[config.mk]
export PLATFORM = sky130hd
export DESIGN_NAME = telemetry_packet_framer_core
export DESIGN_NICKNAME = d
export VERILOG_FILES = /design/src/sv/tpf_pkg.sv /design/src/sv/tpf_frame_calc.sv /design/src/sv/tpf_burst_out.sv /design/src/sv/telemetry_packet_framer_core.sv
export SDC_FILE = /design/constraint.sdc
export NUM_CORES = 1
export LEC_CHECK = 0
export ABC_AREA = 1
export ABC_CLOCK_PERIOD_IN_PS = 2850
export BUFFER_PORTS_ARGS = -buffer_cell sky130_fd_sc_hd__buf_2
export CORE_ASPECT_RATIO = 0.7
export CORE_MARGIN = 2
export CORE_UTILIZATION = 30
export CTS_CLUSTER_DIAMETER = 120
export DETAILED_ROUTE_END_ITERATION = 8
export PLACE_DENSITY_LB_ADDON = 0.08
export SKIP_CTS_REPAIR_TIMING = 1
export SLEW_MARGIN = 15
export SYNTH_ARGS = -nofsm -noshare
export SYNTH_HDL_FRONTEND = slang
export SYNTH_SLANG_ARGS = --single-unit
[constraint.sdc]
create_clock -name i_clk -period 2.85 [get_ports i_clk]
set_input_delay 0.7125 -clock i_clk [delete_from_list [all_inputs] [get_ports i_clk]]
set_output_delay 0.7125 -clock i_clk [all_outputs]
set_load 0.01 [all_outputs]
[src/sv/tpf_pkg.sv]
// Shared types and constants of the telemetry packet framer.
// Depends on nothing; used by every framer module but the checker.
package tpf_pkg;

    localparam int BURST_MAX = 8;
    localparam int IDX_W     = $clog2(BURST_MAX);

    localparam logic [7:0] SYNC_A = 8'hFA;
    localparam logic [7:0] SYNC_B = 8'hF3;
    localparam logic [7:0] SYNC_C = 8'h20;

    localparam logic [IDX_W-1:0] LAST_HDR    = IDX_W'(5);
    localparam logic [IDX_W-1:0] LAST_HDR_CK = IDX_W'(7);
    localparam logic [IDX_W-1:0] LAST_PAY    = IDX_W'(0);
    localparam logic [IDX_W-1:0] LAST_PAY_CK = IDX_W'(2);

    typedef enum logic {
        CMD_START   = 1'b0,
        CMD_PAYLOAD = 1'b1
    } t_cmd;

    typedef struct packed {
        logic [BURST_MAX-1:0][7:0] bytes;
        logic [IDX_W-1:0]          last_idx;
        logic                      cksum;
    } t_burst;

endpackage

[src/sv/tpf_frame_calc.sv]
// Input register, packet state and per-word byte burst calculation.
// Depends on tpf_pkg.
module tpf_frame_calc (
    input  logic            i_clk,
    input  logic            i_rst_n,
    input  logic            i_valid,
    output logic            o_stall,
    input  logic            i_cmd,
    input  logic [7:0]      i_packet_type,
    input  logic [15:0]     i_payload_length,
    input  logic [7:0]      i_data_byte,
    output logic            o_burst_valid,
    output tpf_pkg::t_burst o_burst,
    input  logic            i_burst_ready
);
    import tpf_pkg::*;

    logic        r_in_valid;
    logic        r_cmd;
    logic [7:0]  r_type;
    logic [15:0] r_len;
    logic [7:0]  r_data;
    logic        r_in_packet;
    logic [15:0] r_remaining;
    logic [15:0] r_sum;

    logic        n_in_packet;
    logic [15:0] n_remaining;
    logic [15:0] n_sum;

    logic        has_results;
    logic        done;
    logic        process;
    logic        accept;
    logic [15:0] sum_hdr;
    logic [15:0] sum_pay;
    logic [15:0] rem_dec;
    t_burst      burst;

    always_comb begin
        sum_hdr = {8'h00, SYNC_A} + {8'h00, SYNC_B} + {8'h00, SYNC_C} + {8'h00, r_type}
                + {8'h00, r_len[15:8]} + {8'h00, r_len[7:0]};
        sum_pay = r_sum + {8'h00, r_data};
        rem_dec = r_remaining - 16'd1;
        done = (rem_dec == 16'd0);

        burst       = '0;
        has_results = 1'b0;
        n_in_packet = r_in_packet;
        n_remaining = r_remaining;
        n_sum       = r_sum;

        if (r_cmd == CMD_START) begin
            has_results    = 1'b1;
            burst.bytes[0] = SYNC_A;
            burst.bytes[1] = SYNC_B;
            burst.bytes[2] = SYNC_C;
            burst.bytes[3] = r_type;
            burst.bytes[4] = r_len[15:8];
            burst.bytes[5] = r_len[7:0];
            burst.bytes[6] = sum_hdr[15:8];
            burst.bytes[7] = sum_hdr[7:0];
            burst.cksum    = (r_len == 16'd0);
            burst.last_idx = (r_len == 16'd0) ? LAST_HDR_CK : LAST_HDR;
            n_sum          = sum_hdr;
            n_remaining    = r_len;
            n_in_packet    = (r_len != 16'd0);
        end else if (r_in_packet) begin
            has_results    = 1'b1;
            burst.bytes[0] = r_data;
            burst.bytes[1] = sum_pay[15:8];
            burst.bytes[2] = sum_pay[7:0];
            burst.cksum    = done;
            burst.last_idx = done ? LAST_PAY_CK : LAST_PAY;
            n_sum          = sum_pay;
            n_remaining    = rem_dec;
            n_in_packet    = !done;
        end
    end

    assign process       = r_in_valid && (!has_results || i_burst_ready);
    assign o_stall       = r_in_valid && !process;
    assign accept        = i_valid && !o_stall;
    assign o_burst_valid = r_in_valid && has_results;
    assign o_burst       = burst;

    always_ff @(posedge i_clk) begin
        if (!i_rst_n) begin
            r_in_valid  <= 1'b0;
            r_in_packet <= 1'b0;
            r_remaining <= 16'd0;
            r_sum       <= 16'd0;
        end else begin
            if (accept) begin
                r_in_valid <= 1'b1;
            end else if (process) begin
                r_in_valid <= 1'b0;
            end
            if (process) begin
                r_in_packet <= n_in_packet;
                r_remaining <= n_remaining;
                r_sum       <= n_sum;
            end
        end
    end

    always_ff @(posedge i_clk) begin
        if (accept) begin
            r_cmd  <= i_cmd;
            r_type <= i_packet_type;
            r_len  <= i_payload_length;
            r_data <= i_data_byte;
        end
    end

endmodule

[src/sv/tpf_burst_out.sv]
// Result register that holds one word's byte burst and hands it out a byte at a time.
// Depends on tpf_pkg.
module tpf_burst_out (
    input  logic            i_clk,
    input  logic            i_rst_n,
    input  logic            i_load_valid,
    input  tpf_pkg::t_burst i_burst,
    output logic            o_load_ready,
    output logic            o_valid,
    input  logic            i_stall,
    output logic [7:0]      o_frame_byte,
    output logic            o_run_last,
    output logic            o_packet_end
);
    import tpf_pkg::*;

    logic             r_valid;
    t_burst           r_burst;
    logic [IDX_W-1:0] r_idx;

    logic take;
    logic is_last;
    logic free;

    assign take         = r_valid && !i_stall;
    assign is_last      = (r_idx == r_burst.last_idx);
    assign free         = !r_valid || (take && is_last);
    assign o_load_ready = free;

    assign o_valid      = r_valid;
    assign o_frame_byte = r_burst.bytes[r_idx];
    assign o_run_last   = is_last;
    assign o_packet_end = is_last && r_burst.cksum;

    always_ff @(posedge i_clk) begin
        if (!i_rst_n) begin
            r_valid <= 1'b0;
            r_idx   <= '0;
        end else if (free) begin
            r_valid <= i_load_valid;
            r_idx   <= '0;
        end else if (take) begin
            r_idx <= r_idx + IDX_W'(1);
        end
    end

    always_ff @(posedge i_clk) begin
        if (free && i_load_valid) begin
            r_burst <= i_burst;
        end
    end

endmodule

[src/sv/telemetry_packet_framer_core.sv]
// The first byte of a word's result shows on the output once the word has passed the input
// register and been loaded into the result register. Throughput: one word per cycle for payload
// words while the output does not stall; a closing payload word gives three bytes, a start word
// six, or eight with a zero length, handed out by the result register one byte per cycle while i_stall is low.
// Reset is synchronous and active low; it clears all valid flags and the packet state.
// Depends on tpf_pkg, tpf_frame_calc and tpf_burst_out.
module telemetry_packet_framer_core (
    input  logic        i_clk,
    input  logic        i_rst_n,
    input  logic        i_valid,
    output logic        o_stall,
    input  logic        i_cmd,
    input  logic [7:0]  i_packet_type,
    input  logic [15:0] i_payload_length,
    input  logic [7:0]  i_data_byte,
    output logic        o_valid,
    input  logic        i_stall,
    output logic [7:0]  o_frame_byte,
    output logic        o_run_last,
    output logic        o_packet_end
);
    import tpf_pkg::*;

    logic   burst_valid;
    logic   burst_ready;
    t_burst burst;

    tpf_frame_calc u_calc (
        .i_clk            (i_clk),
        .i_rst_n          (i_rst_n),
        .i_valid          (i_valid),
        .o_stall          (o_stall),
        .i_cmd            (i_cmd),
        .i_packet_type    (i_packet_type),
        .i_payload_length (i_payload_length),
        .i_data_byte      (i_data_byte),
        .o_burst_valid    (burst_valid),
        .o_burst          (burst),
        .i_burst_ready    (burst_ready)
    );

    tpf_burst_out u_out (
        .i_clk        (i_clk),
        .i_rst_n      (i_rst_n),
        .i_load_valid (burst_valid),
        .i_burst      (burst),
        .o_load_ready (burst_ready),
        .o_valid      (o_valid),
        .i_stall      (i_stall),
        .o_frame_byte (o_frame_byte),
        .o_run_last   (o_run_last),
        .o_packet_end (o_packet_end)
    );

endmodule

---- After elaboration in Yosys (flattened, before gate mapping) ----
Cells that the tools add are included.
operators by class
  $mul .................................... 0
  mux-type cells .......................... 16
  bitwise gates (word level) .............. 1
  shifts and indexed selects .............. 0
  equality and inequality tests ........... 2
  reduce and logical (&&, ||, !) cells .... 23
  $lt $le $gt $ge ......................... 1
  $add $sub $neg .......................... 6
  divide/modulo/power cells ............... 0
operators with widths
  operator                                                     count
  2-to-1 mux 16 bit                                            4
  adder 16 x 8 -> 16 bit                                       3
  logical NOT 16 bit                                           2
  2-to-1 mux 26 bit                                            1
  binary-select mux 8 bit (select 3 bit)                       1
  nonzero test 16 bit                                          1
  subtractor 16 x 1 -> 16 bit (second input constant)          1
  adder 10 x 8 -> 11 bit (first input constant)                1
  logical AND 1 bit                                            8
  2-to-1 mux 8 bit                                             1
  logical NOT 1 bit                                            6
  2-to-1 mux 1 bit                                             6
  less-than comparator 3 x 4 -> 1 bit (second input constant)  1
  2-to-1 mux 2 bit                                             2
  2-to-1 mux 4 bit                                             1
  AND reduction 2 bit                                          2
  adder 3 x 1 -> 3 bit (second input constant)                 1
  equality test 3 bit                                          1
  logical OR 1 bit                                             2
  != test 2 bit (second input constant)                        1
  nonzero test 2 bit                                           1
  OR reduction 2 bit                                           1
  NOT 1 bit                                                    1
word-level totals
  bits in registers ....................... 139
  input bits .............................. 37
  bits in read-only memories .............. 0
  memories ................................ 0
  logic and storage cells ................. 72
  latch bits .............................. 0
  bits in writable memories ............... 0
  output and inout port bits .............. 12

---- Longest topological paths before layout ----
  word-level depth ........................ 11
  gate-level depth with buffers ........... 18
  depth with buffers taken out ............ 18

---- By module ----
Synthesis repeated with hierarchy kept, for this count alone.
second synthesis, totals
  cells, all modules ...................... 838
  area total of the unflattened synthesis .. 7490.9 µm²
modules (own cells, without submodules)
  module          area an instance (µm²)  sequential area each (µm²)  times used  cells each
  tpf_frame_calc  4565.6                  1671.6                      1           616
  tpf_burst_out   2925.3                  2122.0                      1           222

---- Worst setup path before layout ----
No wires, ideal clock.
  path type ............................... register to register
  from .................................... register u_calc.r_type[0]
  to ...................................... register u_calc.r_sum[9]
  path slack .............................. 0.110 ns
  library setup time ...................... 0.056 ns
  cell stages (with the launch flop) ...... 18
  path buffers ............................ 0
  period minus slack after synthesis ...... 2.740 ns
  data required time ...................... 2.794 ns
  arrival ................................. 2.684 ns
  cells stage by stage .................... edfxtp_1 > ha_1 > inv_1 > fa_1 > inv_1 > ha_1 > fa_1 > nand2_1 > inv_1 > o21ai_0 > nand2_1 > a21oi_1 > nor2_1 > o21ai_0 > nand2_1 > nand3_1 > nand2_1 > inv_1
between the ends
  longest elaborated chain between the ends .. 4
ends and longest elaborated chain
  element                              line                   RTL
  start: declaration                   tpf_frame_calc.sv:20   logic [7:0] r_type;
  start signal: assignment             tpf_frame_calc.sv:110  r_type <= i_packet_type;
  adder 10 x 8 -> 11 bit               tpf_frame_calc.sv:41   sum_hdr = {8'h00, SYNC_A} + {8'h00, SYNC_B} + {8'h00, SYNC_C} + {8'h00, r_type}
  adder 16 x 8 -> 16 bit (2 in a row)  tpf_frame_calc.sv:42   + {8'h00, r_len[15:8]} + {8'h00, r_len[7:0]};
  2-to-1 mux 16 bit                    tpf_frame_calc.sv:53   if (r_cmd == CMD_START) begin
  end signal: assignment               tpf_frame_calc.sv:102  r_sum <= n_sum;
  end: declaration                     tpf_frame_calc.sv:25   logic [15:0] r_sum;
Every way passes these cells.
A chain may end at the register's enable or synchronous reset.

---- Final worst setup path ----
  from .................................... register u_calc.r_type[1]
  to ...................................... register u_calc.r_sum[9]
Same word-level chain as after synthesis.

==> results.yml <==
sta:
  slew_headroom_pct: 56.2
  setup_tns_ps: -19.4
  setup_viol: 2
  rsz0062_at_grt: "yes"
  max_freq_ghz: 0.350
  finalHoldViolations: 0
  fin_skew_ps: 10.3
  fin_crit_ps: 2860
  period_share_pct: 100
  setup_ws_ps: -10.7
  hold_ws_ps: 454
  drv_slew: 0
  worstMarginPinSlew_ps: 657
route:
  drc: 0
  drt_iter0_markers: 513
  avgRoutedWirePerCell_um: 17.8
  num_vias: 5853
  first_pass_iters: 7
  ant_nets: 0
  via_per_inst: 4.72
  routed_wirelength_um: 22000
pwr:
  power_density_nw_per_um2: 644
  p_comb_share_pct: 18.2
  p_total_mw: 5.57
  peakVddDrop_mv: 0.408
  pwr-share-seq_pct: 40.7
  p_int_mw: 3.99
  p_sw_mw: 1.58
  power_leakage_nw: 3.66
  switching_share_pct: 28.4
  clkPwrFrac_pct: 41.0
worst_setup_path:
  crit_start: "u_calc.r_type[1]$_DFFE_PP_"
  r2r-end: "u_calc.r_sum[9]$_SDFFE_PN0P_"
  cp.arrival_ps: 3240
  worstPathRequired_ps: 3230
  reg2reg_slack_ps: -10
  r2r_start: "u_calc.r_type[1]$_DFFE_PP_"
  path_class: "reg2reg"
  crit_fanout: 3
  cp-start-kind: "flip-flop"
  end_kind: "flip-flop"
  ff2ff_path_depth: 17
synth:
  syn_area_per_cell_um2: 8.38
  synth_top_area_share_pct: 40.4
  syn_inst: 842
  synth-main-ff-cell: "edfxtp_1"
  synth_nets: 909
  synth_area_um2: 7060
  yosysSeqAreaShare_pct: 51.2
  ys_ff_latch: 133
  synth.largest_area_cell: "edfxtp_1"
  yosys_warnings: 0
  yosys.cell_types.count: 39
  synthTopCellsByArea: "edfxtp_1 (40%), dfxtp_1 (11%), nor2_1 (9.0%), nand2_1 (8.6%), inv_1 (5.5%)"
  synth_enable_flop_cells: 95
  async_reset_ff_share_pct: 0
final_layout:
  syn2layout_area_growth_pct: 22.6
  antenna_cells: 0
  fin_area_um2: 8650
  multi_input_area_um2: 3060
  drive_gt1_share_pct: 16.6
  final_nets: 983
  seqCellArea_um2: 3610
  nFillCells: 2410
  layout_commonest_cell: "nor2_1"
  layout_common_cells: "nor2_1 (165), nand2_1 (159), inv_1 (99)"
place:
  post-dp-hpwl_um: 16500
  place_ws_ps: -103
  globalplace.congestion: 0.881
  place_area_um2: 7820
  portBuffers: 48
clock_tree:
  htree_num_levels: 4
  cts_buffers: 17
  cts_max_path_buffers: 2
  clock-root-buffer: "clkbuf_16"
  clock_sinks: 133
  cts_tree: "built"
  clk_pin_slew_worst_paths_ps: 60
  clk_latency_ps: 430
floorplan:
  row_count: 46
  start_util_pct: 30.9
  ios: 49
  coreArea_um2: 22800
  die-area_um2: 24800
  die_w_um: 187
  die-height_um: 132
global_routing:
  grt_max_degree: 63
  grt_pass1_wl_um: 33800
  grt_usage_pct: 18.4
  grt_pass1_vias: 5563
  grt-ovfl-total: 0
  antenna_found_initial: 0
job:
  cap_violations: 0
worst_hold_path:
  hold_start: "i_payload_length[11]"
  holdPathStages: 1
  hold_path_end: "u_calc.r_len[11]$_DFFE_PP_"
  hold_path_class: "in2reg"
run_status:
  violations: "setup timing"
  status: "complete, but fails checks"
Yosys cell counts, types with 10 or more instances:
cell and n:
nor2_1 169, xor2_1 11, dfxtp_1 38, nand3_1 24, ha_1 20, nor3_1 13, clkbuf_1 19, o21ai_0 63
inv_1 103, fa_1 10, edfxtp_1 95, a21oi_1 48, nand2_1 161
per-stage QoR:
| step | util [%] | std cells |
|---|---|---|
| floorplan | - | 842 |
| detailed placement | 34.2 | 1204 |
| finish | 37.9 | 1241 |
| global route | 37.9 | 1241 |
| global placement | 34.2 | 1204 |
| CTS | 36.9 | 1236 |
flip-flops by register name, indices dropped and copies added (netlist names):
| name | cells |
|---|---|
| u_calc.r_sum | 16 |
| u_calc.r_cmd | 1 |
| u_out.r_burst | 62 |
| u_calc.r_len | 16 |
| u_out.r_idx | 3 |
| u_calc.r_in_packet | 1 |
| u_calc.r_type | 8 |
| u_calc.r_data | 8 |
| u_calc.r_remaining | 16 |
| u_calc.r_in_valid | 1 |
| u_out.o_valid | 1 |
critical path: stages (launching register included):
cell and delay, ps:
edfxtp_1 470, ha_4 300, inv_2 40, fa_1 470
inv_1 40, ha_2 190, fa_2 370, nand2_2 70
inv_2 40, o21ai_2 130, nand2_2 80, a21oi_2 170
nor2_2 60, o21ai_1 130, nand2_1 80, nand3_1 70
nand2_1 50, inv_1 40
final cells by class:
type | instances | share of cell area [%]
clock inverters | 13 | 1.81
repair buffers | 83 | 6.62
multi-input cells | 574 | 35.3
clock buffers | 19 | 5.23
well taps | 312 | 4.51
flip-flops and latches | 133 | 41.8
inverters | 107 | 4.73
logic make-up (layout without fill, tap and decap cells):
group,count (synthesis),after routing,share of synthesized area [%]
adders and majority gates,30,30,6.38
buffers and inverters,135,222,7.57
and+or+nand+nor,386,386,22.2
xor gates and xnor gates,15,15,1.86
AOI/OAI and AO/OA,143,143,10.8
DFF,133,133,51.2
layer usage:
metal	vias up	GRT usage, %	routed length (um)
li1	2917	-	-
met2	131	23.6	8360
met1	2791	29.8	12300
met5	-	0	0
met4	0	4.37	172
met3	14	4.55	1230
power groups by stage:
| stage | Sequential (mW) | Combinational (mW) | Clock (mW) |
|---|---|---|---|
| 6_report | 2.27 | 1.02 | 2.29 |
| 5_1_grt | 2.28 | 1.15 | 2.42 |
| 4_1_cts | 2.27 | 0.928 | 2.33 |
| 3_5_place_dp | 2.31 | 0.922 | 0 |
| 3_3_place_gp | 2.31 | 0.928 | 0 |
| 2_1_floorplan | 2.28 | 0.592 | 0 |
worst max path at each step:
stage	to	slack (ps)	cells after the start
final	u_calc.r_sum[9]$_SDFFE_PN0P_	-10	17
after global routing	u_calc.r_sum[9]$_SDFFE_PN0P_	-240	17
after CTS	u_calc.r_sum[9]$_SDFFE_PN0P_	-120	17
after detailed placement	u_calc.r_sum[9]$_SDFFE_PN0P_	-100	17
after global placement	u_calc.r_sum[9]$_SDFFE_PN0P_	-50	17
after floorplan	u_calc.r_sum[9]$_SDFFE_PN0P_	110	17
Note: power is estimated with default switching activity, not from simulation.
